### config.mk
export PLATFORM = sky130hd
export DESIGN_NAME = lru_mask_slot_cache_core_flat
export DESIGN_NICKNAME = d
export VERILOG_FILES = /design/src/lmsc_pkg.sv /design/src/lmsc_if.sv /design/src/lmsc_lookup.sv /design/src/lru_mask_slot_cache_core.sv /design/src/flat_wrapper.sv
export SDC_FILE = /design/constraint.sdc
export NUM_CORES = 1
export LEC_CHECK = 0
export ABC_AREA = 1
export BUFFER_PORTS_ARGS = -buffer_cell sky130_fd_sc_hd__buf_2
export CORE_UTILIZATION = 49
export DETAILED_ROUTE_END_ITERATION = 12
export PLACE_DENSITY = 0.65
export SYNTH_ARGS = -nofsm -noshare
export SYNTH_HDL_FRONTEND = slang
export SYNTH_HIERARCHICAL = 1
export SYNTH_SLANG_ARGS = --single-unit
### constraint.sdc
create_clock -name clk -period 10.4 [get_ports clk]
set_input_delay 3.12 -clock clk [delete_from_list [all_inputs] [get_ports clk]]
set_output_delay 3.12 -clock clk [all_outputs]
set_load 0.05 [all_outputs]
### src/lmsc_pkg.sv
// Shared types and constants for the mask slot cache tag store.
package lmsc_pkg;

    localparam int TILE_W = 8;
    localparam int SLOT_W = 3;

    typedef enum logic
    {
        FUNC_LOOKUP = 1'b0,
        FUNC_INVAL  = 1'b1
    } func_t;

    typedef struct packed
    {
        logic              hit;
        logic [SLOT_W-1:0] slot;
        logic              refill;
    } lmsc_res_t;

endpackage

### src/lmsc_if.sv
// Valid/ready channel interfaces for lookup requests and results.
interface lmsc_in_if import lmsc_pkg::*; ();
    logic              valid;
    logic              ready;
    func_t             func;
    logic [TILE_W-1:0] tile_id;

    modport source (output valid, output func, output tile_id, input ready);
    modport sink   (input valid, input func, input tile_id, output ready);
endinterface

interface lmsc_out_if import lmsc_pkg::*; ();
    logic              valid;
    logic              ready;
    logic              hit;
    logic [SLOT_W-1:0] slot;
    logic              refill;

    modport source (output valid, output hit, output slot, output refill, input ready);
    modport sink   (input valid, input hit, input slot, input refill, output ready);
endinterface

### src/lmsc_lookup.sv
// Parallel tag match, LRU victim pick and rank update for one request.
module lmsc_lookup import lmsc_pkg::*;
#(
    parameter int SLOTS  = 8,
    parameter int TAG_W  = 8,
    parameter int IDX_W  = 3
)
(
    input  func_t                 func,
    input  logic [TAG_W-1:0]      tag,
    input  logic [SLOTS-1:0]      valid,
    input  logic [TAG_W-1:0]      tags  [SLOTS],
    input  logic [IDX_W-1:0]      ranks [SLOTS],
    output lmsc_res_t             res,
    output logic [IDX_W-1:0]      chosen,
    output logic                  alloc,
    output logic [IDX_W-1:0]      ranks_next [SLOTS]
);

    localparam logic [IDX_W-1:0] LRU_RANK = IDX_W'(SLOTS - 1);

    logic             found;
    logic [IDX_W-1:0] hit_idx;
    logic [IDX_W-1:0] lru_idx;
    logic [IDX_W-1:0] old_rank;

    always_comb
    begin
        found   = 1'b0;
        hit_idx = '0;
        lru_idx = '0;
        for (int i = 0; i < SLOTS; i++)
        begin
            // highest matching index wins
            if (valid[i] && tags[i] == tag)
            begin
                found   = 1'b1;
                hit_idx = IDX_W'(i);
            end
            if (ranks[i] == LRU_RANK)
            begin
                lru_idx = IDX_W'(i);
            end
        end
    end

    assign chosen   = found ? hit_idx : lru_idx;
    assign alloc    = (func == FUNC_LOOKUP) && !found;
    assign old_rank = ranks[chosen];

    always_comb
    begin
        for (int i = 0; i < SLOTS; i++)
        begin
            if (func == FUNC_INVAL)
            begin
                ranks_next[i] = ranks[i];
            end
            else if (IDX_W'(i) == chosen)
            begin
                ranks_next[i] = '0;
            end
            else if (ranks[i] < old_rank)
            begin
                ranks_next[i] = ranks[i] + IDX_W'(1);
            end
            else
            begin
                ranks_next[i] = ranks[i];
            end
        end
    end

    always_comb
    begin
        if (func == FUNC_INVAL)
        begin
            res = '0;
        end
        else
        begin
            res.hit    = found;
            res.slot   = SLOT_W'(chosen);
            res.refill = !found;
        end
    end

endmodule

### src/lru_mask_slot_cache_core.sv
// Top level of the LRU mask slot cache tag store.
// Usage:
//   req carries one beat per operation: func selects lookup or invalidate,
//   tile_id names the tile for a lookup. rsp returns one beat per request
//   beat, in order: hit, slot and refill (all zero for an invalidate).
//   A lookup hit returns the matching slot; a miss takes the least recently
//   used slot, retags it and sets refill. The chosen slot becomes most
//   recently used. Invalidate clears all valid bits and keeps the recency order.
// Timing:
//   A beat taken is held in the input register, matched against all slots
//   combinationally and written to the result register, which drives rsp.
//   One beat per cycle is sustained while rsp is ready; the single tag
//   compare and rank update stage sets that rate.
// Reset: all slots invalid, slot i holds rank i (slot SLOTS-1 is least
//   recent), both channel stages empty.
// Stall: while rsp is held off, one more beat is taken into the input
//   register, then req.ready drops until the result register drains.
module lru_mask_slot_cache_core import lmsc_pkg::*;
#(
    parameter int SLOTS    = 8,
    parameter int TAG_BITS = 8
)
(
    input  logic             clk,
    input  logic             rst_n,
    lmsc_in_if.sink          req,
    lmsc_out_if.source       rsp
);

    localparam int TAG_W = (TAG_BITS < TILE_W) ? TAG_BITS : TILE_W;
    localparam int IDX_W = $clog2(SLOTS);

    logic              in_valid_reg;
    func_t             func_reg;
    logic [TILE_W-1:0] tile_reg;

    logic              out_valid_reg;
    lmsc_res_t         res_reg;

    logic [SLOTS-1:0]  slot_valid_reg;
    logic [SLOTS-1:0]  slot_valid_next;
    logic [TAG_W-1:0]  slot_tag_reg  [SLOTS];
    logic [IDX_W-1:0]  slot_rank_reg [SLOTS];
    logic [IDX_W-1:0]  slot_rank_next [SLOTS];

    logic              advance;
    logic              in_take;
    logic [TAG_W-1:0]  tag;
    lmsc_res_t         res_next;
    logic [IDX_W-1:0]  chosen;
    logic              alloc;

    assign advance   = in_valid_reg && (!out_valid_reg || rsp.ready);
    assign req.ready = !in_valid_reg || advance;
    assign in_take   = req.valid && req.ready;
    assign tag       = TAG_W'(tile_reg);

    lmsc_lookup
    #(
        .SLOTS (SLOTS),
        .TAG_W (TAG_W),
        .IDX_W (IDX_W)
    )
    u_lookup
    (
        .func       (func_reg),
        .tag        (tag),
        .valid      (slot_valid_reg),
        .tags       (slot_tag_reg),
        .ranks      (slot_rank_reg),
        .res        (res_next),
        .chosen     (chosen),
        .alloc      (alloc),
        .ranks_next (slot_rank_next)
    );

    always_comb
    begin
        slot_valid_next = slot_valid_reg;
        if (func_reg == FUNC_INVAL)
        begin
            slot_valid_next = '0;
        end
        else if (alloc)
        begin
            slot_valid_next[chosen] = 1'b1;
        end
    end

    always_ff @(posedge clk or negedge rst_n)
    begin
        if (!rst_n)
        begin
            in_valid_reg   <= 1'b0;
            out_valid_reg  <= 1'b0;
            slot_valid_reg <= '0;
            for (int i = 0; i < SLOTS; i++)
            begin
                slot_rank_reg[i] <= IDX_W'(i);
            end
        end
        else
        begin
            if (in_take)
            begin
                in_valid_reg <= 1'b1;
            end
            else if (advance)
            begin
                in_valid_reg <= 1'b0;
            end

            if (advance)
            begin
                out_valid_reg  <= 1'b1;
                slot_valid_reg <= slot_valid_next;
                slot_rank_reg  <= slot_rank_next;
            end
            else if (rsp.ready)
            begin
                out_valid_reg <= 1'b0;
            end
        end
    end

    always_ff @(posedge clk)
    begin
        if (in_take)
        begin
            func_reg <= req.func;
            tile_reg <= req.tile_id;
        end
        if (advance)
        begin
            res_reg <= res_next;
            if (alloc)
            begin
                slot_tag_reg[chosen] <= tag;
            end
        end
    end

    assign rsp.valid  = out_valid_reg;
    assign rsp.hit    = res_reg.hit;
    assign rsp.slot   = res_reg.slot;
    assign rsp.refill = res_reg.refill;

endmodule

### src/flat_wrapper.sv
// flat-port wrapper written by rule: the top's interface ports become plain ports
module lru_mask_slot_cache_core_flat import lmsc_pkg::*;
#(
    parameter int SLOTS    = 8,
    parameter int TAG_BITS = 8
)
  (clk, rst_n, req_valid, req_func, req_tile_id, req_ready, rsp_valid, rsp_hit, rsp_slot, rsp_refill, rsp_ready);
  lmsc_in_if req_i ();
  lmsc_out_if rsp_i ();
  input  logic clk;
  input  logic rst_n;
  input wire logic [$bits(req_i.valid)-1:0] req_valid;
  input wire logic [$bits(req_i.func)-1:0] req_func;
  input wire logic [$bits(req_i.tile_id)-1:0] req_tile_id;
  output wire logic [$bits(req_i.ready)-1:0] req_ready;
  output wire logic [$bits(rsp_i.valid)-1:0] rsp_valid;
  output wire logic [$bits(rsp_i.hit)-1:0] rsp_hit;
  output wire logic [$bits(rsp_i.slot)-1:0] rsp_slot;
  output wire logic [$bits(rsp_i.refill)-1:0] rsp_refill;
  input wire logic [$bits(rsp_i.ready)-1:0] rsp_ready;
  assign req_i.valid = req_valid;
  assign req_i.func = req_func;
  assign req_i.tile_id = req_tile_id;
  assign req_ready = req_i.ready;
  assign rsp_valid = rsp_i.valid;
  assign rsp_hit = rsp_i.hit;
  assign rsp_slot = rsp_i.slot;
  assign rsp_refill = rsp_i.refill;
  assign rsp_i.ready = rsp_ready;
  lru_mask_slot_cache_core #(.SLOTS(SLOTS), .TAG_BITS(TAG_BITS)) u_core (.clk(clk), .rst_n(rst_n), .req(req_i), .rsp(rsp_i));
endmodule
==> metrics.cfg <==
[timing]
period_minus_slack_ns = 6.74
skew_ns = 0.0131
fin_ws_ns = 3.66
hold_violations = 0
maxSlewHeadroom = 0.418
rsz0062_at_grt = no
clock.fmax_mhz = 148
period_share = 0.648
drv_slew = 0
worstMarginPinSlew_ns = 0.873
tns_ns = 0
setup_viol_count_final = 0

[synth]
ys_warn_count = 6
synthCells = 883
synth_top_area_share = 0.333
yosysSeqAreaShare = 0.456
synthArstFlopShare = 0.304
synth_edf_count = 78
yosys.area.top_type = edfxtp_1
syn_avg_cell_area_sq_um = 7.96
ys.flop_type = edfxtp_1
syn_area_sq_um = 7030
ys_types = 44
synth-seq-cells = 112
synth_area_leaders = edfxtp_1 (33%), nand2_1 (17%), dfrtp_1 (7.8%), inv_1 (5.9%), nand3_1 (5.9%)
syn_nets = 919

[floorplanning]
row_count = 43
die_area_sq_um = 14800
io_pins = 20
start_util = 0.504
core-area_sq_um = 13900
die_w_um = 122
die_y_um = 122

[setup_path]
end_kind = output pin
start_kind = primary input
r2r_cells = 21
path_max_fanout = 3
worstSetupStartpoint = rsp_ready
crit_arrival_ns = 3.62
crit_type = primary input to output pin
crit_slowest_cell = buf_2
max_stage_delay_ns = 0.23
crit_top_cell = buf_2
r2r_slack_ns = 5.51
worstPathRequired_ns = 7.28
crit_chain = buf_2, inv_1, nand3_1, buf_2
timing.rr.end = u_core/slot_rank_reg[3]
rr_startpoint = u_core/tag[2]

[power]
p_int_mw = 0.999
comb_power_share = 0.447
cellPowerDensity_nw_per_um2 = 233
p_leak_nw = 3.61
pwr-share-clk = 0.195
ir_drop_v = 0.000104
power_switching_mw = 0.752
power_frac_seq = 0.358
sw_frac_of_total = 0.430

[detailed_routing]
drtAntennaViolNets = 0
drt_pass1_iterations = 5
viasPerCell = 5.18
drcViolationCount = 0
wl_per_cell_um = 14.4
via_count = 5596
routed_wirelength_um = 15500
drt_iter0_drc = 515

[layout]
area_growth_pct = 7.01
fin_nets = 932
n_antenna_cell = 0
utilization = 0.540
largest_reg_flops = 64
fillCellCount = 1317
drive_gt1_frac = 0.119

[placement]
globalplace.congestion = 0.877
place_ws_ns = 3.66
port_buffers = 19
hpwl_um = 10700

[grt]
first_global_vias = 4884
grt_pass1_wl_um = 25400
grt_max_degree = 35
grtUsageTotal = 0.224
gr-total-overflow = 0
antenna_found_initial = 0

[worst_hold_path]
whs_path_depth = 2
hold_path_end = u_core/slot_rank_reg[18]
hp-class = register to register
hold_path_startpoint = u_core/slot_rank_reg[18]

[clocking]
path_clk_slew_ns = 0.07
cts_buffers = 9
holdBufCountCts = 0
cts_buffer_depth = 2
cts_tree = done
post_cts_resized = 0
clockRootBuffer = clkbuf_16
cts_setup_buffers = 0
htree_levels = 3
clock-sinks = 112
clk_latency_ns = 0.36

[run]
max_cap_viol_count = 0

[status]
outcome = finished clean

==> worst max-delay path by stage <==
stage	endpoint	slack, ns
global placement	req_ready	3.67
floorplan	req_ready	3.68
finish	req_ready	3.66
detailed placement	req_ready	3.66
CTS	req_ready	3.66
global route	req_ready	3.61
==> cell type report <==
cell class / count / area [sq um] / share of cell area
clock buffer: 10 / 229 / 0.0304
multi-input combinational: 627 / 3210 / 0.427
clock inverter: 6 / 60.1 / 0.00798
sequential: 112 / 3210 / 0.426
timing repair buffer: 22 / 118 / 0.0156
inverter: 124 / 473 / 0.0629
tap: 180 / 225 / 0.0299
==> routing by layer <==
layer | track usage | up-vias | share of wire
met5 | 0 | - | 0
met4 | 0.0579 | 0 | 0.0084
met3 | 0.0318 | 9 | 0.050
met2 | 0.315 | 136 | 0.42
met1 | 0.358 | 2606 | 0.52
li1 | - | 2845 | -
==> cell families after synthesis <==
| kind of cell | synth area share |
|---|---|
| fa+ha+maj | 0.0409 |
| xor+xnor | 0.0274 |
| compound gates | 0.0374 |
| flops | 0.456 |
| simple gates | 0.351 |
| buf+inv | 0.0870 |
==> through the flow <==
stage          total power, mW  hold slack (ns)  std cells  area, sq um
5_1_grt                   1.90            0.515       1081         7520
3_5_place_dp              1.41            0.477       1065         7230
6_report                  1.75            0.482       1081         7520
4_1_cts                   1.75            0.486       1081         7520
3_3_place_gp              1.40            0.469       1065         7230
2_1_floorplan             1.25            0.456        883         7030
==> cells in the final DEF, fill, tap and decap left out, drive strengths merged, types with 3 or more instances in the layout <==
cell	n
nand2	334
clkbuf	10
ha	23
dfrtp	22
edfxtp	78
xor2	7
xnor2	15
dfstp	12
a21oi	10
nand3b	12
a21boi	3
nor2	67
nand3	106
nor3	9
buf	22
nand4	8
o21ai	25
inv	126
clkinv	4
==> synthesized netlist by cell type (2+ instances only) <==
library cell and instances:
a21boi_0 2, nor3_1 8, nand2_1 320, nor2_4 2, ha_1 23, clkinv_1 2
dfrtp_1 22, xnor2_1 15, nand2_4 4, nor2_1 62, nor2_2 2, edfxtp_1 78
nand3_1 83, xor2_1 7, buf_6 4, a21oi_1 9, o21ai_0 13, o21ai_1 11
buf_4 8, nand4_1 8, clkbuf_1 5, nand3_2 21, inv_1 111, buf_2 3
nand3b_1 12, nand2_2 10, dfstp_2 12, inv_2 9, nand3_4 2
==> power groups by stage <==
stage          logic [mW]  registers (mW)  clock network (mW)
3_3_place_gp        0.763           0.636                   0
6_report            0.783           0.627               0.341
3_5_place_dp        0.772           0.636                   0
4_1_cts             0.776           0.627               0.350
2_1_floorplan       0.633           0.621                   0
5_1_grt             0.896           0.638               0.370
==> critical path: cells and delay by family <==
family | cells | cell delay (ns)
simple gates | 1 | 0.10
buf+inv | 3 | 0.39
No activity file was read; power rests on OpenSTA's default activity.
